## src/rtl/dtd_pkg.sv

```systemverilog
// ----------------------------------------------------------------------------
// dtd_pkg
// Shared widths, codes, handshake types and helpers of the task dispatcher.
// ----------------------------------------------------------------------------
package dtd_pkg;

	localparam int DEF_MAX_TASKS = 32;

	localparam int MODE_W     = 2;
	localparam int REQ_W      = 5;
	localparam int ROW_W      = 32;
	localparam int RIDX_W     = 5;
	localparam int WIDX_W     = 6;
	localparam int TC_W       = 6;
	localparam int WC_W       = 7;
	localparam int OUT_W      = 2;
	localparam int ST_W       = 2;
	localparam int CFG_IDX_W  = 2;
	localparam int CFG_DATA_W = 7;
	localparam int OP_W       = 5;

	localparam logic [MODE_W-1:0] MODE_LOAD    = 2'd0;
	localparam logic [MODE_W-1:0] MODE_REBUILD = 2'd1;
	localparam logic [MODE_W-1:0] MODE_GET     = 2'd2;
	localparam logic [MODE_W-1:0] MODE_END     = 2'd3;

	localparam logic [OUT_W-1:0] OUT_GIVEN = 2'd0;
	localparam logic [OUT_W-1:0] OUT_WAIT  = 2'd1;
	localparam logic [OUT_W-1:0] OUT_NONE  = 2'd2;
	localparam logic [OUT_W-1:0] OUT_ACK   = 2'd3;

	localparam logic [ST_W-1:0] ST_DONE       = 2'd0;
	localparam logic [ST_W-1:0] ST_INPROGRESS = 2'd1;
	localparam logic [ST_W-1:0] ST_AVAILABLE  = 2'd2;
	localparam logic [ST_W-1:0] ST_WAITING    = 2'd3;

	localparam logic [CFG_IDX_W-1:0] CFG_TASK_COUNT   = 2'd0;
	localparam logic [CFG_IDX_W-1:0] CFG_WORKER_COUNT = 2'd1;

	localparam logic [OP_W-1:0] OP_IDLE      = 5'd0;
	localparam logic [OP_W-1:0] OP_LATCH     = 5'd1;
	localparam logic [OP_W-1:0] OP_LOAD      = 5'd2;
	localparam logic [OP_W-1:0] OP_RB_INIT   = 5'd3;
	localparam logic [OP_W-1:0] OP_RB_READ   = 5'd4;
	localparam logic [OP_W-1:0] OP_RB_ROW    = 5'd5;
	localparam logic [OP_W-1:0] OP_GET_FWD   = 5'd6;
	localparam logic [OP_W-1:0] OP_RES_NONE  = 5'd7;
	localparam logic [OP_W-1:0] OP_RES_ACK   = 5'd8;
	localparam logic [OP_W-1:0] OP_DIV_START = 5'd9;
	localparam logic [OP_W-1:0] OP_SCAN_INIT = 5'd10;
	localparam logic [OP_W-1:0] OP_SCAN_STEP = 5'd11;
	localparam logic [OP_W-1:0] OP_END_INIT  = 5'd12;
	localparam logic [OP_W-1:0] OP_END_FIN   = 5'd13;
	localparam logic [OP_W-1:0] OP_NODE_READ = 5'd14;
	localparam logic [OP_W-1:0] OP_P1_INIT   = 5'd15;
	localparam logic [OP_W-1:0] OP_P1_STEP   = 5'd16;
	localparam logic [OP_W-1:0] OP_P2_INIT   = 5'd17;
	localparam logic [OP_W-1:0] OP_P2_STEP   = 5'd18;
	localparam logic [OP_W-1:0] OP_QUEUE     = 5'd19;
	localparam logic [OP_W-1:0] OP_OUT_LOAD  = 5'd20;

	typedef struct packed {
		logic [OP_W-1:0] op;
	} dtd_cmd_t;

	typedef struct packed {
		logic [MODE_W-1:0] mode;
		logic fwd_valid;
		logic act_zero;
		logic act_le1;
		logic req_oob;
		logic rb_last;
		logic div_done;
		logic scan_hit;
		logic scan_last;
		logic node_end;
		logic mask_empty;
		logic wait_cur;
		logic p1_park;
		logic p2_park;
		logic out_free;
	} dtd_flags_t;

	// bits below position v set
	function automatic logic [ROW_W-1:0] low_mask(input logic [6:0] v);
		logic [ROW_W-1:0] m;
		for (int i = 0; i < ROW_W; i++) begin
			m[i] = (7'(i) < v);
		end
		return m;
	endfunction

	function automatic logic [RIDX_W-1:0] lowest_bit(input logic [ROW_W-1:0] r);
		logic [RIDX_W-1:0] idx;
		idx = '0;
		for (int i = ROW_W - 1; i >= 0; i--) begin
			if (r[i]) idx = RIDX_W'(i);
		end
		return idx;
	endfunction

endpackage

```

## src/rtl/dependency_task_dispatcher_unit.sv

```systemverilog
// ----------------------------------------------------------------------------
// dependency_task_dispatcher_unit
// Hands tasks of a dependency graph to workers in dependency order.
// ----------------------------------------------------------------------------
// One request is worked on at a time; each returns exactly one result beat.
// A load latches the request, writes its dependency row and loads the result.
// A rebuild resets the task states and lists, then does, per active task
// after the first, one dependency-row read and one list update. A get with
// a forwarded task hands that task out; otherwise the scan start is found by a
// bit-serial divider (worker index width plus count width steps) and the
// scan then tests one task status per cycle, up to the active task count.
// An end walks the closed watch list: per watcher a node read, a mask load
// and at most one step per set dependency bit below it, twice when a second
// search is needed. The single task-status read port keeps this serial.
// The result register lets the next request enter while a result is stalled.
module dependency_task_dispatcher_unit import dtd_pkg::*; #(
	parameter int MAX_TASKS = DEF_MAX_TASKS
) (
	input  logic                  clk,
	input  logic                  arst_n,
	input  logic                  in_valid,
	output logic                  in_stall,
	input  logic [MODE_W-1:0]     mode,
	input  logic [REQ_W-1:0]      task_req,
	input  logic [ROW_W-1:0]      dep_row,
	input  logic [WIDX_W-1:0]     worker_index,
	input  logic                  forward_valid,
	input  logic [REQ_W-1:0]      forward_task,
	output logic                  out_valid,
	input  logic                  out_stall,
	output logic [OUT_W-1:0]      outcome,
	output logic [REQ_W-1:0]      task_id,
	input  logic                  cfg_valid,
	output logic                  cfg_ready,
	input  logic [CFG_IDX_W-1:0]  cfg_index,
	input  logic [CFG_DATA_W-1:0] cfg_data
);

	dtd_cmd_t   cmd;
	dtd_flags_t flags;

	dtd_ctrl u_ctrl (
		.clk      (clk),
		.arst_n   (arst_n),
		.in_valid (in_valid),
		.in_stall (in_stall),
		.flags    (flags),
		.cmd      (cmd)
	);

	dtd_dpath #(
		.MAX_TASKS(MAX_TASKS)
	) u_dpath (
		.clk           (clk),
		.arst_n        (arst_n),
		.cmd           (cmd),
		.flags         (flags),
		.mode          (mode),
		.task_req      (task_req),
		.dep_row       (dep_row),
		.worker_index  (worker_index),
		.forward_valid (forward_valid),
		.forward_task  (forward_task),
		.out_valid     (out_valid),
		.out_stall     (out_stall),
		.outcome       (outcome),
		.task_id       (task_id),
		.cfg_valid     (cfg_valid),
		.cfg_ready     (cfg_ready),
		.cfg_index     (cfg_index),
		.cfg_data      (cfg_data)
	);

endmodule

```

## src/rtl/dtd_div.sv

```systemverilog
// ----------------------------------------------------------------------------
// dtd_div
// Restoring divider, one quotient bit per cycle, for the scan start position.
// ----------------------------------------------------------------------------
module dtd_div import dtd_pkg::*; #(
	parameter int DVW = 12
) (
	input  logic            clk,
	input  logic            arst_n,
	input  logic            start,
	input  logic [DVW-1:0]  dividend,
	input  logic [WC_W-1:0] divisor,
	output logic            done,
	output logic [DVW-1:0]  quotient
);

	localparam int CNT_W = $clog2(DVW + 1);

	logic [WC_W-1:0]  rem_q;
	logic [DVW-1:0]   quo_q;
	logic [WC_W-1:0]  div_q;
	logic [CNT_W-1:0] cnt_q;
	logic             busy_q;
	logic             done_q;
	logic [WC_W:0]    trial;
	logic             fits;

	assign trial = {rem_q, quo_q[DVW-1]};
	assign fits  = (trial >= {1'b0, div_q});

	always_ff @(posedge clk or negedge arst_n) begin
		if (!arst_n) begin
			rem_q  <= '0;
			quo_q  <= '0;
			div_q  <= '0;
			cnt_q  <= '0;
			busy_q <= 1'b0;
			done_q <= 1'b0;
		end else begin
			done_q <= 1'b0;
			if (start) begin
				rem_q  <= '0;
				quo_q  <= dividend;
				div_q  <= divisor;
				cnt_q  <= CNT_W'(DVW);
				busy_q <= 1'b1;
			end else if (busy_q) begin
				rem_q <= fits ? WC_W'(trial - {1'b0, div_q}) : trial[WC_W-1:0];
				quo_q <= {quo_q[DVW-2:0], fits};
				cnt_q <= cnt_q - CNT_W'(1);
				if (cnt_q == CNT_W'(1)) begin
					busy_q <= 1'b0;
					done_q <= 1'b1;
				end
			end
		end
	end

	assign done     = done_q;
	assign quotient = quo_q;

endmodule

```

## src/rtl/dtd_ctrl.sv

```systemverilog
// ----------------------------------------------------------------------------
// dtd_ctrl
// Sequencer: walks each request through its datapath operations.
// ----------------------------------------------------------------------------
module dtd_ctrl import dtd_pkg::*; (
	input  logic       clk,
	input  logic       arst_n,
	input  logic       in_valid,
	output logic       in_stall,
	input  dtd_flags_t flags,
	output dtd_cmd_t   cmd
);

	localparam logic [3:0] S_IDLE   = 4'd0;
	localparam logic [3:0] S_DISP   = 4'd1;
	localparam logic [3:0] S_RB_RD  = 4'd2;
	localparam logic [3:0] S_RB_ROW = 4'd3;
	localparam logic [3:0] S_DIV    = 4'd4;
	localparam logic [3:0] S_SCAN   = 4'd5;
	localparam logic [3:0] S_NODE   = 4'd6;
	localparam logic [3:0] S_NODE_LD = 4'd7;
	localparam logic [3:0] S_P1     = 4'd8;
	localparam logic [3:0] S_P2     = 4'd9;
	localparam logic [3:0] S_FIN    = 4'd10;

	logic [3:0] state_q;
	logic [3:0] state_d;

	always_comb begin
		state_d  = state_q;
		cmd.op   = OP_IDLE;
		in_stall = 1'b1;
		unique case (state_q)
			S_IDLE: begin
				in_stall = 1'b0;
				if (in_valid) begin
					cmd.op  = OP_LATCH;
					state_d = S_DISP;
				end
			end
			S_DISP: begin
				unique case (flags.mode)
					MODE_LOAD: begin
						cmd.op  = OP_LOAD;
						state_d = S_FIN;
					end
					MODE_REBUILD: begin
						cmd.op  = OP_RB_INIT;
						state_d = flags.act_le1 ? S_FIN : S_RB_RD;
					end
					MODE_GET: begin
						priority if (flags.fwd_valid) begin
							cmd.op  = OP_GET_FWD;
							state_d = S_FIN;
						end else if (flags.act_zero) begin
							cmd.op  = OP_RES_NONE;
							state_d = S_FIN;
						end else begin
							cmd.op  = OP_DIV_START;
							state_d = S_DIV;
						end
					end
					default: begin
						if (flags.req_oob) begin
							cmd.op  = OP_RES_ACK;
							state_d = S_FIN;
						end else begin
							cmd.op  = OP_END_INIT;
							state_d = S_NODE;
						end
					end
				endcase
			end
			S_RB_RD: begin
				cmd.op  = OP_RB_READ;
				state_d = S_RB_ROW;
			end
			S_RB_ROW: begin
				cmd.op  = OP_RB_ROW;
				state_d = flags.rb_last ? S_FIN : S_RB_RD;
			end
			S_DIV: begin
				if (flags.div_done) begin
					cmd.op  = OP_SCAN_INIT;
					state_d = S_SCAN;
				end
			end
			S_SCAN: begin
				cmd.op = OP_SCAN_STEP;
				if (flags.scan_hit || flags.scan_last) state_d = S_FIN;
			end
			S_NODE: begin
				if (flags.node_end) begin
					cmd.op  = OP_END_FIN;
					state_d = S_FIN;
				end else begin
					cmd.op  = OP_NODE_READ;
					state_d = S_NODE_LD;
				end
			end
			S_NODE_LD: begin
				cmd.op  = OP_P1_INIT;
				state_d = S_P1;
			end
			S_P1: begin
				priority if (flags.mask_empty && flags.wait_cur) begin
					cmd.op  = OP_P2_INIT;
					state_d = S_P2;
				end else if (flags.mask_empty) begin
					cmd.op  = OP_QUEUE;
					state_d = S_NODE;
				end else begin
					cmd.op = OP_P1_STEP;
					if (flags.p1_park) state_d = S_NODE;
				end
			end
			S_P2: begin
				if (flags.mask_empty) begin
					cmd.op  = OP_QUEUE;
					state_d = S_NODE;
				end else begin
					cmd.op = OP_P2_STEP;
					if (flags.p2_park) state_d = S_NODE;
				end
			end
			S_FIN: begin
				if (flags.out_free) begin
					cmd.op  = OP_OUT_LOAD;
					state_d = S_IDLE;
				end
			end
			default: begin
				state_d = S_IDLE;
			end
		endcase
	end

	always_ff @(posedge clk or negedge arst_n) begin
		if (!arst_n) begin
			state_q <= S_IDLE;
		end else begin
			state_q <= state_d;
		end
	end

	a_div_to_scan: assert property (@(posedge clk) disable iff (!arst_n)
		(state_q == S_DIV && flags.div_done) |=> (state_q == S_SCAN))
		else $error("divider result not followed by scan");

	a_fin_out: assert property (@(posedge clk) disable iff (!arst_n)
		(state_q == S_FIN && !flags.out_free) |=> (state_q == S_FIN))
		else $error("result left before output slot freed");

	a_park_leaves: assert property (@(posedge clk) disable iff (!arst_n)
		(state_q == S_P2 && !flags.mask_empty && flags.p2_park) |=> (state_q == S_NODE))
		else $error("parked watcher did not move to next node");

endmodule

```

## src/rtl/dtd_dpath.sv

```systemverilog
// ----------------------------------------------------------------------------
// dtd_dpath
// Task status, watch lists, dependency rows, scan counters and result slot.
// ----------------------------------------------------------------------------
module dtd_dpath import dtd_pkg::*; #(
	parameter int MAX_TASKS = DEF_MAX_TASKS
) (
	input  logic                  clk,
	input  logic                  arst_n,
	input  dtd_cmd_t              cmd,
	output dtd_flags_t            flags,
	input  logic [MODE_W-1:0]     mode,
	input  logic [REQ_W-1:0]      task_req,
	input  logic [ROW_W-1:0]      dep_row,
	input  logic [WIDX_W-1:0]     worker_index,
	input  logic                  forward_valid,
	input  logic [REQ_W-1:0]      forward_task,
	output logic                  out_valid,
	input  logic                  out_stall,
	output logic [OUT_W-1:0]      outcome,
	output logic [REQ_W-1:0]      task_id,
	input  logic                  cfg_valid,
	output logic                  cfg_ready,
	input  logic [CFG_IDX_W-1:0]  cfg_index,
	input  logic [CFG_DATA_W-1:0] cfg_data
);

	localparam int TW  = $clog2(MAX_TASKS);
	localparam int HW  = TW + 1;
	localparam int CW  = $clog2(MAX_TASKS + 1);
	localparam int DVW = WIDX_W + CW;
	localparam logic [HW-1:0] HEAD_EMPTY  = HW'(2**TW);
	localparam logic [HW-1:0] HEAD_CLOSED = HW'(2**TW + 1);

	logic [TC_W-1:0]   tcnt_q;
	logic [WC_W-1:0]   wcnt_q;
	logic [ST_W-1:0]   status_q [MAX_TASKS];
	logic [HW-1:0]     head_q [MAX_TASKS];
	logic [ROW_W-1:0]  dep_mem [MAX_TASKS];
	logic [HW-1:0]     link_mem [MAX_TASKS];

	logic [MODE_W-1:0] mode_q;
	logic [REQ_W-1:0]  req_q;
	logic [ROW_W-1:0]  row_in_q;
	logic [WIDX_W-1:0] widx_q;
	logic              fv_q;
	logic [REQ_W-1:0]  ft_q;
	logic [TW-1:0]     cur_q;
	logic [CW-1:0]     n_q;
	logic [HW-1:0]     node_q;
	logic [HW-1:0]     nxt_q;
	logic [ROW_W-1:0]  row_q;
	logic [ROW_W-1:0]  mask_q;
	logic              wait_cur_q;
	logic              waiting_q;
	logic              have_fwd_q;
	logic [TW-1:0]     fwd_q;
	logic              scan_q;
	logic              rb_q;
	logic              disp_q;
	logic [OUT_W-1:0]  res_outcome_q;
	logic [REQ_W-1:0]  res_task_q;
	logic              out_valid_q;
	logic [OUT_W-1:0]  out_outcome_q;
	logic [REQ_W-1:0]  out_task_q;

	logic [CW-1:0]     act;
	logic [WC_W-1:0]   workers;
	logic [WIDX_W-1:0] widx_sat;
	logic              req_oob;
	logic              ft_in;
	logic [TW-1:0]     t_idx;
	logic [TW-1:0]     ft_idx;
	logic [TW-1:0]     node_idx;
	logic [ROW_W-1:0]  k_src;
	logic [TW-1:0]     k_idx;
	logic              k_any;
	logic [TW-1:0]     st_idx;
	logic [TW-1:0]     hd_idx;
	logic [ST_W-1:0]   st_rd;
	logic [HW-1:0]     hd_rd;
	logic [CW-1:0]     cur_inc;
	logic [CW-1:0]     n_inc;
	logic              mask_empty;
	logic              p1_park;
	logic              p2_park;
	logic              push;
	logic              out_free;
	logic [DVW-1:0]    dividend;
	logic              div_done;
	logic [DVW-1:0]    quotient;

	assign act      = ({1'b0, tcnt_q} > 7'(MAX_TASKS)) ? CW'(MAX_TASKS) : CW'(tcnt_q);
	assign workers  = (wcnt_q == '0) ? WC_W'(1) : wcnt_q;
	assign widx_sat = ({1'b0, widx_q} >= workers) ? WIDX_W'(workers - WC_W'(1)) : widx_q;
	assign req_oob  = (7'(req_q) >= 7'(MAX_TASKS));
	assign ft_in    = (7'(ft_q) < 7'(MAX_TASKS));
	assign t_idx    = TW'(req_q);
	assign ft_idx   = TW'(ft_q);
	assign node_idx = node_q[TW-1:0];

	// rebuild picks the first dependency of the row, end steps through mask_q
	assign k_src  = rb_q ? (row_q & low_mask(7'(cur_q))) : mask_q;
	assign k_idx  = TW'(lowest_bit(k_src));
	assign k_any  = (k_src != '0);
	assign st_idx = scan_q ? cur_q : k_idx;
	assign hd_idx = disp_q ? t_idx : k_idx;
	assign st_rd  = status_q[st_idx];
	assign hd_rd  = head_q[hd_idx];

	assign cur_inc    = CW'(cur_q) + CW'(1);
	assign n_inc      = n_q + CW'(1);
	assign mask_empty = (mask_q == '0);
	assign p1_park    = (st_rd == ST_WAITING) && (hd_rd != HEAD_CLOSED);
	assign p2_park    = (st_rd != ST_DONE) && (hd_rd != HEAD_CLOSED);
	assign push       = (cmd.op == OP_RB_ROW && k_any) ||
	                    (cmd.op == OP_P1_STEP && !mask_empty && p1_park) ||
	                    (cmd.op == OP_P2_STEP && !mask_empty && p2_park);
	assign out_free   = !out_valid_q || !out_stall;

	assign dividend = DVW'(widx_sat) * DVW'(act);

	dtd_div #(
		.DVW(DVW)
	) u_div (
		.clk      (clk),
		.arst_n   (arst_n),
		.start    (cmd.op == OP_DIV_START),
		.dividend (dividend),
		.divisor  (workers),
		.done     (div_done),
		.quotient (quotient)
	);

	always_comb begin
		flags.mode       = mode_q;
		flags.fwd_valid  = fv_q;
		flags.act_zero   = (act == '0);
		flags.act_le1    = (act <= CW'(1));
		flags.req_oob    = req_oob;
		flags.rb_last    = (cur_inc == act);
		flags.div_done   = div_done;
		flags.scan_hit   = (st_rd == ST_AVAILABLE);
		flags.scan_last  = (n_inc == act);
		flags.node_end   = (n_q == CW'(MAX_TASKS)) || node_q[TW];
		flags.mask_empty = mask_empty;
		flags.wait_cur   = wait_cur_q;
		flags.p1_park    = p1_park;
		flags.p2_park    = p2_park;
		flags.out_free   = out_free;
	end

	// dependency rows and watch links: one write, one registered read each
	always_ff @(posedge clk) begin
		if (cmd.op == OP_LOAD && !req_oob) dep_mem[t_idx] <= row_in_q;
		if (cmd.op == OP_RB_READ || cmd.op == OP_NODE_READ)
			row_q <= dep_mem[(cmd.op == OP_RB_READ) ? cur_q : node_idx];
	end

	always_ff @(posedge clk) begin
		if (push) link_mem[cur_q] <= hd_rd;
		if (cmd.op == OP_NODE_READ) nxt_q <= link_mem[node_idx];
	end

	always_ff @(posedge clk or negedge arst_n) begin
		if (!arst_n) begin
			tcnt_q        <= TC_W'(1);
			wcnt_q        <= WC_W'(1);
			for (int i = 0; i < MAX_TASKS; i++) begin
				status_q[i] <= ST_DONE;
				head_q[i]   <= HEAD_EMPTY;
			end
			mode_q        <= MODE_LOAD;
			req_q         <= '0;
			row_in_q      <= '0;
			widx_q        <= '0;
			fv_q          <= 1'b0;
			ft_q          <= '0;
			cur_q         <= '0;
			n_q           <= '0;
			node_q        <= HEAD_EMPTY;
			mask_q        <= '0;
			wait_cur_q    <= 1'b0;
			waiting_q     <= 1'b0;
			have_fwd_q    <= 1'b0;
			fwd_q         <= '0;
			scan_q        <= 1'b0;
			rb_q          <= 1'b0;
			disp_q        <= 1'b0;
			res_outcome_q <= OUT_ACK;
			res_task_q    <= '0;
			out_valid_q   <= 1'b0;
			out_outcome_q <= OUT_ACK;
			out_task_q    <= '0;
		end else begin
			if (cfg_valid) begin
				unique case (cfg_index)
					CFG_TASK_COUNT:   tcnt_q <= cfg_data[TC_W-1:0];
					CFG_WORKER_COUNT: wcnt_q <= cfg_data;
					default: ;
				endcase
			end

			if (out_valid_q && !out_stall && cmd.op != OP_OUT_LOAD) out_valid_q <= 1'b0;
			disp_q <= (cmd.op == OP_LATCH);

			if (push) head_q[k_idx] <= {1'b0, cur_q};

			unique case (cmd.op)
				OP_LATCH: begin
					mode_q   <= mode;
					req_q    <= task_req;
					row_in_q <= dep_row;
					widx_q   <= worker_index;
					fv_q     <= forward_valid;
					ft_q     <= forward_task;
					scan_q   <= 1'b0;
					rb_q     <= 1'b0;
				end
				OP_LOAD, OP_RES_ACK: begin
					res_outcome_q <= OUT_ACK;
					res_task_q    <= '0;
				end
				OP_RES_NONE: begin
					res_outcome_q <= OUT_NONE;
					res_task_q    <= '0;
				end
				OP_RB_INIT: begin
					for (int i = 0; i < MAX_TASKS; i++) begin
						head_q[i]   <= HEAD_EMPTY;
						status_q[i] <= (CW'(i) < act) ? ST_AVAILABLE : ST_DONE;
					end
					cur_q         <= TW'(1);
					rb_q          <= 1'b1;
					res_outcome_q <= OUT_ACK;
					res_task_q    <= '0;
				end
				OP_RB_ROW: begin
					if (k_any) status_q[cur_q] <= ST_WAITING;
					cur_q <= TW'(cur_inc);
				end
				OP_GET_FWD: begin
					if (ft_in) status_q[ft_idx] <= ST_INPROGRESS;
					res_outcome_q <= OUT_GIVEN;
					res_task_q    <= ft_q;
				end
				OP_SCAN_INIT: begin
					cur_q     <= TW'(quotient);
					n_q       <= '0;
					waiting_q <= 1'b0;
					scan_q    <= 1'b1;
				end
				OP_SCAN_STEP: begin
					if (st_rd == ST_AVAILABLE) begin
						status_q[cur_q] <= ST_INPROGRESS;
						res_outcome_q   <= OUT_GIVEN;
						res_task_q      <= REQ_W'(cur_q);
					end else begin
						if (st_rd == ST_WAITING) waiting_q <= 1'b1;
						if (n_inc == act) begin
							res_outcome_q <= (waiting_q || st_rd == ST_WAITING) ?
							                 OUT_WAIT : OUT_NONE;
							res_task_q    <= '0;
						end
					end
					cur_q <= (cur_inc == act) ? '0 : TW'(cur_inc);
					n_q   <= n_inc;
				end
				OP_END_INIT: begin
					status_q[t_idx] <= ST_DONE;
					head_q[t_idx]   <= HEAD_CLOSED;
					node_q          <= (hd_rd == HEAD_CLOSED) ? HEAD_EMPTY : hd_rd;
					n_q             <= '0;
					have_fwd_q      <= 1'b0;
					res_outcome_q   <= OUT_ACK;
					res_task_q      <= '0;
				end
				OP_END_FIN: begin
					if (have_fwd_q) begin
						res_outcome_q <= OUT_GIVEN;
						res_task_q    <= REQ_W'(fwd_q);
					end
				end
				OP_NODE_READ: begin
					cur_q <= node_idx;
				end
				OP_P1_INIT, OP_P2_INIT: begin
					mask_q <= row_q & low_mask(7'(cur_q));
					if (cmd.op == OP_P1_INIT) wait_cur_q <= 1'b0;
				end
				OP_P1_STEP: begin
					mask_q <= mask_q & (mask_q - ROW_W'(1));
					if (p1_park) begin
						node_q <= nxt_q;
						n_q    <= n_inc;
					end else if (st_rd != ST_DONE && st_rd != ST_WAITING) begin
						wait_cur_q <= 1'b1;
					end
				end
				OP_P2_STEP: begin
					mask_q <= mask_q & (mask_q - ROW_W'(1));
					if (p2_park) begin
						node_q <= nxt_q;
						n_q    <= n_inc;
					end
				end
				OP_QUEUE: begin
					// first freed watcher goes back to the caller
					if (!have_fwd_q) begin
						have_fwd_q <= 1'b1;
						fwd_q      <= cur_q;
					end else begin
						status_q[cur_q] <= ST_AVAILABLE;
					end
					node_q <= nxt_q;
					n_q    <= n_inc;
				end
				OP_OUT_LOAD: begin
					out_valid_q   <= 1'b1;
					out_outcome_q <= res_outcome_q;
					out_task_q    <= res_task_q;
				end
				default: ;
			endcase
		end
	end

	assign out_valid = out_valid_q;
	assign outcome   = out_outcome_q;
	assign task_id   = out_task_q;
	assign cfg_ready = 1'b1;

	a_out_free: assert property (@(posedge clk) disable iff (!arst_n)
		(cmd.op == OP_OUT_LOAD) |-> out_free)
		else $error("result beat overwrites a pending one");

	a_scan_bound: assert property (@(posedge clk) disable iff (!arst_n)
		(cmd.op == OP_SCAN_STEP) |-> (n_q < act && CW'(cur_q) < act))
		else $error("scan runs past active tasks");

	a_end_closes: assert property (@(posedge clk) disable iff (!arst_n)
		(cmd.op == OP_END_INIT) |=> (head_q[$past(t_idx)] == HEAD_CLOSED))
		else $error("finished task list not closed");

endmodule
```

## config.mk

```make
export PLATFORM = sky130hd
export DESIGN_NAME = dependency_task_dispatcher_unit
export DESIGN_NICKNAME = d
export VERILOG_FILES = /design/src/rtl/dtd_pkg.sv /design/src/rtl/dependency_task_dispatcher_unit.sv /design/src/rtl/dtd_div.sv /design/src/rtl/dtd_ctrl.sv /design/src/rtl/dtd_dpath.sv
export SDC_FILE = /design/constraint.sdc
export NUM_CORES = 2
export LEC_CHECK = 0
export ABC_AREA = 1
export ABC_CLOCK_PERIOD_IN_PS = 6600
export BUFFER_PORTS_ARGS = -buffer_cell sky130_fd_sc_hd__buf_4
export CAP_MARGIN = 10
export CORE_MARGIN = 3
export CORE_UTILIZATION = 30
export CTS_CLUSTER_DIAMETER = 150
export CTS_CLUSTER_SIZE = 14
export DETAILED_ROUTE_END_ITERATION = 8
export SYNTH_ARGS = -nofsm -noshare
export SYNTH_HDL_FRONTEND = slang
export SYNTH_SLANG_ARGS = --single-unit
```

## constraint.sdc

```tcl
create_clock -name clk -period 6.6 [get_ports clk]
set_input_delay 0.33 -clock clk [delete_from_list [all_inputs] [get_ports clk]]
set_output_delay 0.33 -clock clk [all_outputs]
set_load 0.005 [all_outputs]
```

**After elaboration in Yosys (flattened, before gate mapping)**

Memory sizes are Yosys's and may differ from the RTL's. A register that Yosys moved wholly into a read port is not among the register bits.
Cells that the tools add are included.
Widths: inputs -> output; s select.

- Bits in registers: 431
- RAM bits: 1216
- Input port bits: 65
- Output and inout bits: 10
- Memories: 2

- Add/subtract/negate cells: 6
- Multipliers: 1
- Magnitude comparators: 77
- Equal/unequal tests: 61
- Muxes and demuxes: 170
- Bitwise logic cells: 24
- Reductions and logical operators: 64

Memories:

| memory | words | bits a word | read ports | clocked after memory_dff | write ports | RTL line | text |
|---|---|---|---|---|---|---|---|
| u_dpath.dep_mem | 32 | 32 | 1 | 1 | 1 | dtd_dpath.sv:39 | `logic [ROW_W-1:0] dep_mem [MAX_TASKS];` |
| u_dpath.link_mem | 32 | 6 | 1 | 1 | 1 | dtd_dpath.sv:40 | `logic [HW-1:0] link_mem [MAX_TASKS];` |

Operators with widths:

| kind | number |
|---|---|
| $pmux 192 s2 | 1 |
| $pmux 64 s6 | 1 |
| $mux 5 | 42 |
| $bwmux 192 | 1 |
| $mux 192 | 1 |
| $mux 64 | 3 |
| $and 128x128->128 | 1 |
| $and 32x32->32 | 4 |
| $not 128->128 | 1 |
| $or 64x64->64 | 2 |
| $lt 5x6->1 const A | 16 |
| $not 32->32 | 3 |
| $or 32x32->32 | 3 |
| $mux 2 | 43 |
| $lt 5x5->1 const A | 15 |
| $mux 4 | 18 |
| $mux 6 | 11 |
| $and 64x64->64 | 1 |
| $not 64->64 | 1 |
| $pmux 32 s2 | 1 |
| $demux 6 s5 | 2 |
| $pmux 5 s11 | 1 |
| $lt 4x6->1 const A | 8 |
| $pmux 6 s4 | 2 |
| other kinds (77) | 221 |

**Longest topological paths before layout**

- Depth after elaboration: 48
- Mapped depth: 55
- Gate-level depth less buffers: 52

**By module**

From an unflattened synthesis, not the netlist that was laid out.

- Cell total of the unflattened synthesis: 8111
- Area total of the unflattened synthesis: 78092.4 um2

Modules (own cells, without submodules):

| module | instances | cells an instance | area each (um2) | seq. area each (um2) |
|---|---|---|---|---|
| dtd_dpath | 1 | 7776 | 75687.6 | 46573.4 |
| dtd_div | 1 | 216 | 1780.5 | 800.8 |
| dtd_ctrl | 1 | 119 | 624.3 | 100.1 |

**Worst setup path after synthesis**

No wires, ideal clock.

- Path type: register to register
- Start point: reg u_dpath.wcnt_q[4]
- End point: reg u_dpath.u_div.quo_q[10], in the netlist u_dpath.u_div.quotient[10]
- Data arrival time: 5.063 ns
- Data required time: 6.468 ns
- Path slack: 1.405 ns
- Stages on the path, launching flop included: 29
- Period minus slack after synthesis: 5.195 ns
- Cells stage by stage: dfrtp_1 inv_1 nand4_1 o21ai_0 ha_1 nand2_1 nor2_1 nand4_1 nand3_1 clkbuf_1 o21ai_0 inv_1 nand2_1 fa_1 fa_1 fa_1 inv_1 ha_1 a21oi_1 nand2_1 a21oi_1 inv_1 a21oi_1 nor2_1 o21ai_0 nand2_1 xor2_1 o21ai_0 o21ai_0

- Longest elaborated chain between the ends: 6
- Elaborated cells on any way between the ends: 7
- Classes of those cells: 1 x add/sub; 1 x mul; 1 x order compare; 3 x mux; 1 x reduce/logical

RTL lines:

| element | RTL line | text |
|---|---|---|
| start: declaration | dtd_dpath.sv:36 | `logic [WC_W-1:0] wcnt_q;` |
| start signal: assignment | dtd_dpath.sv:199 | `CFG_WORKER_COUNT: wcnt_q <= cfg_data;` |
| $logic_not 7->1 * | dtd_dpath.sv:94 | `assign workers = (wcnt_q == '0) ? WC_W'(1) : wcnt_q;` |
| $mux 7 * | dtd_dpath.sv:94 |  |
| via u_dpath.u_div.divisor[0] | dtd_div.sv:12 | `input logic [WC_W-1:0] divisor,` |
| $sub 6x1->6 / $ge 6x7->1 (equally long branches) | dtd_dpath.sv:95 | `assign widx_sat = ({1'b0, widx_q} >= workers) ? WIDX_W'(workers - WC_W'(1)) : widx_q;` |
| $mux 6 * | dtd_dpath.sv:95 |  |
| $mul 6x6->12 * | dtd_dpath.sv:121 | `assign dividend = DVW'(widx_sat) * DVW'(act);` |
| $mux 12 * | dtd_div.sv:41 | `if (start) begin` |
| end signal: assignment | dtd_div.sv:43 | `quo_q <= dividend;` |
| end signal: assignment | dtd_div.sv:49 | `quo_q <= {quo_q[DVW-2:0], fits};` |
| end: declaration | dtd_div.sv:20 | `logic [DVW-1:0] quo_q;` |

Mark *: on every way through the listed nets, which the timed path passes. The rest lies on a longest branch.
A chain may end at the register's enable or synchronous reset.

**Worst setup path after layout**

- Start point: reg u_dpath.cur_q[4]
- End point: reg u_dpath.head_q[36] (netlist name)

- Longest elaborated chain between the ends: 47
- Elaborated cells on any way between the ends: 95
- Classes of those cells: 33 x order compare; 2 x eq/ne; 45 x mux; 5 x bitwise; 10 x reduce/logical

RTL lines:

| element | RTL line | text |
|---|---|---|
| start: declaration | dtd_dpath.sv:48 | `logic [TW-1:0] cur_q;` |
| start signal: assignment | dtd_dpath.sv:240 | `cur_q <= TW'(cur_inc);` |
| start signal: assignment | dtd_dpath.sv:248 | `cur_q <= TW'(quotient);` |
| start signal: assignment | dtd_dpath.sv:266 | `cur_q <= (cur_inc == act) ? '0 : TW'(cur_inc);` |
| $lt 5x5->1 | dtd_pkg.sv:88 | `m[i] = (7'(i) < v);` |
| $and 32x31->32 | dtd_dpath.sv:103 | `assign k_src = rb_q ? (row_q & low_mask(7'(cur_q))) : mask_q;` |
| $mux 32 | dtd_dpath.sv:103 |  |
| $mux 5 (31 in a row) | dtd_pkg.sv:97 | `if (r[i]) idx = RIDX_W'(i);` |
| $mux 5 (on tied branches) | dtd_dpath.sv:107, dtd_dpath.sv:106 |  |
| $not 5->6 (on tied branches) | dtd_dpath.sv:109, dtd_dpath.sv:108 |  |
| $bmux 6 s5 / $bmux 2 s5 (equally long branches) | dtd_dpath.sv:109, dtd_dpath.sv:108 |  |
| $mux 6 (implied by the code) / $mux 2 (equally long branches) (2 in a row) | dtd_dpath.sv:109, dtd_dpath.sv:108 |  |
| $ne 6x6->1 / $eq 2x2->1 (equally long branches) | dtd_dpath.sv:114, dtd_dpath.sv:115 |  |
| $logic_and 1x1->1 | dtd_dpath.sv:114 | `assign p1_park = (st_rd == ST_WAITING) && (hd_rd != HEAD_CLOSED);` |
| $logic_and 1x1->1 | dtd_dpath.sv:117 | `(cmd.op == OP_P1_STEP && !mask_empty && p1_park) \|\|` |
| $logic_or 1x1->1 | dtd_dpath.sv:116 | `assign push = (cmd.op == OP_RB_ROW && k_any) \|\|` |
| $logic_or 1x1->1 | dtd_dpath.sv:117 |  |
| $mux 192 * | dtd_dpath.sv:207 | `if (push) head_q[k_idx] <= {1'b0, cur_q};` |
| $or 64x64->64 (no source line) | -- |  |
| $pmux 192 s2 * | dtd_dpath.sv:209 | `unique case (cmd.op)` |
| end signal: indexed assignment | dtd_dpath.sv:207 |  |
| end: declaration | dtd_dpath.sv:38 | `logic [HW-1:0] head_q [MAX_TASKS];` |

Every way passes the cells marked *; elsewhere a longest branch is shown, timed or not. The select of a mux whose other input is x is not followed.

==> out/results.ini <==
[drt]
drt_first_pass_iters = 6
routed.top_layer = met5
wl_um = 266000
post-route-drc-count = 0
wl_met3_um = 23400
dr_wl_met2_um = 119000
vias_per_cell = 5.50
antenna_left = 0
wl_met1_um = 112000
num_vias = 63100
drt_iter0_drc = 8351
wl_per_cell_um = 23.1

[critical_path]
end_kind = flip-flop
cp.arrival_ps = 6950
required_ps = 7360
rrSetupSlack_ps = 410
path_buf_inv = 9
crit_family = simple AND/OR/NAND/NOR gates
crit_type = flip-flop to flip-flop
crit_path_max_fanout = 56
slowest_delay_ps = 460
cpMostUsedCell = nand2_1
critical_path.startpoint_type = flip-flop
crit_slowest_cell = o21ai_0

[timing]
max_slew_margin_pct = 22.1
fin_crit_ps = 6190
post-route-period-util_pct = 93.8
rsz0062_at_grt = false
finClkSkew_ps = 68.3
setup_violations = 0
fin_setup_tns_ps = 0
slew_violations = 0
max_freq_mhz = 162
hold_viol_final = 0
holdWs_ps = 120
tightestPinTransition_ps = 1170

[yosys]
postSynthCellCount = 8021
synth_top_area_share_pct = 47.0
syn_nets = 8149
avgSynthCellArea_um2 = 9.73
yosysMostFrequentCell = nand2_1
ys_ff_latch = 1651
synthTopCellsByCount = nand2_1 (1522), edfxtp_1 (1221), o21ai_0 (1036)
ys.flop_type = edfxtp_1
ys_seq_area_share_pct = 60.8
synth_area_leaders = edfxtp_1 (47%), dfrtp_1 (13%), nand2_1 (7.3%)
synth_top_cell_by_area = edfxtp_1
synth_edf_count = 1221
synth_area_um2 = 78100
synth_cell_types = 59
yosys_warnings = 0
async_reset_ff_share_pct = 26.0

[cts]
clock-sinks = 1651
cts_root_buf = clkbuf_16
cts_tree = built
clk_pin_slew_worst_paths_ps = 70
htreeDepth = 4
numCtsBuffers = 135
clkLatencyLatePin_ps = 840
cts_buffer_depth = 3

[floorplanning]
rows = 186
die_w_um = 516
die_y_um = 516
core_um2 = 258000
num_io_pins = 75
dieArea_um2 = 266000
start_util_pct = 30.3

[placed_design]
placed_area_um2 = 83300
dp_hpwl_um = 150000
gp_congestion = 0.923
numPortBuffers = 72

[grt]
grt_overflow_total = 0
grt_first_pass_wirelength_um = 389000
grt_pass1_vias = 59500
antenna_found_initial = 13
grtUsageTotal_pct = 19.2
grt_max_degree = 205

[layout]
drive_gt1_share_pct = 7.71
final_nets = 8113
final_area_um2 = 88300
syn_to_final_growth_pct = 13.1

[outcome]
status = finished clean

[run]
maxCapViolations = 0

[hold_path]
hold_path.class = input port to flip-flop

[power]
vdd_drop_max_v = 0.000568
power.density_cell_area_nw_per_um2 = 497
p_leak_nw = 33.7

## sequential cells by signal (all words and copies together) (netlist names), 5 cells and up
signal / cells
u_dpath.cur_q: 5
u_dpath.dep_mem: 992
u_dpath.ft_idx: 5
u_dpath.fwd_q: 5
u_dpath.head_q: 192
u_dpath.link_mem: 192
u_dpath.mask_q: 32
u_dpath.n_q: 6
u_dpath.node_q: 6
u_dpath.nxt_q: 6
u_dpath.req_q: 5
u_dpath.res_task_q: 5
u_dpath.row_in_q: 31
u_dpath.row_q: 31
u_dpath.status_q: 64
u_dpath.task_id: 5
u_dpath.tcnt_q: 6
u_dpath.u_div.div_q: 7
u_dpath.u_div.quotient: 12
u_dpath.u_div.rem_q: 7
u_dpath.wcnt_q: 7
u_dpath.widx_q: 6
## layer usage
metal	vias to the layer above	global-route usage (%)
met5	-	0
met4	10	7.94
met3	575	3.30
met2	3114	29.7
met1	31200	26.5
li1	28200	-
## final cells by class
class	count	area [um^2]
Clock inverter	14	369
Clock buffer	231	3740
Antenna cell	7	17.5
Tap cell	3384	4230
Timing Repair Buffer	344	3580
Inverter	543	2070
Fill cell	25700	170000
Sequential cell	1651	47500
Multi-Input combinational cell	5310	26800
## worst reg2reg max path, delay by kind of cell (launching register included)
kind                   cells  cell delay (ps)
AND/OR/NAND/NOR           20             2880
buffers and inverters      9             1950
flip-flops                 1              440
AO/OA/AOI/OAI              3              860
## layout by cell type, fill, tap and decap left out, types with 90 or more instances in the layout
| master | netlist | routed |
|---|---|---|
| a31oi_1 | 90 | 90 |
| nand2_1 | 1522 | 1519 |
| o221ai_1 | 250 | 250 |
| nand4_1 | 173 | 173 |
| nor2_1 | 1009 | 975 |
| o21ai_0 | 1036 | 1032 |
| a21oi_1 | 176 | 176 |
| edfxtp_1 | 1221 | 1221 |
| dfrtp_1 | 391 | 388 |
| clkbuf_16 | 0 | 139 |
| clkbuf_1 | 393 | 96 |
| inv_1 | 505 | 489 |
| buf_4 | 8 | 217 |
| o22ai_1 | 103 | 103 |
| nand3_1 | 562 | 561 |
## metrics by stage
stage               cells  utilization (%)  setup slack (ps)  power, W
global route        11500             34.2              1.35    0.0463
CTS                 11500             34.1               267    0.0433
floorplan            8021                -              1400    0.0274
finish              11500             34.2               410    0.0438
global placement    11200             32.3               191    0.0350
detailed placement  11200             32.3               274    0.0354
## timing repair
item                                    CTS  global route
gates resized for setup                   0            33
endpoints found under the setup margin    0           460
hold buffers                             59             0
buffers inserted                          0            13
endpoints found under the hold margin   151             0
## cells by family (layout without fill, tap and decap cells)
group / after synthesis / in the layout / share of synthesized area, %
xor gates and xnor gates: 20 / 20 / 0.224
and+or+nand+nor: 3339 / 3339 / 17.8
adders and majority gates: 63 / 63 / 1.18
muxes: 48 / 48 / 0.652
other: 1 / 8 / 0.00480
DFF: 1651 / 1651 / 60.8
buffers and inverters: 1060 / 1132 / 5.40
AOI/OAI and AO/OA: 1839 / 1839 / 13.9
## worst paths after layout
path	from	to	depth (start not counted)
min in group asynchronous	arst_n	u_dpath.head_q[75]	2
max reg2reg	u_dpath.cur_q[4]	u_dpath.head_q[36]	32
min	cfg_valid	u_dpath.tcnt_q[0]	4
max in group asynchronous	arst_n	u_dpath.cur_q[3]	3
min reg2reg	u_dpath.head_q[77]	u_dpath.head_q[77]	2
max	u_dpath.cur_q[4]	u_dpath.head_q[36]	32
## report_power, final
group / switching, W / internal, W
clock: 0.00398 / 0.00394
combinational: 0.0148 / 0.00561
sequential: 0.00146 / 0.0140
(Power assumes the default switching activity.)
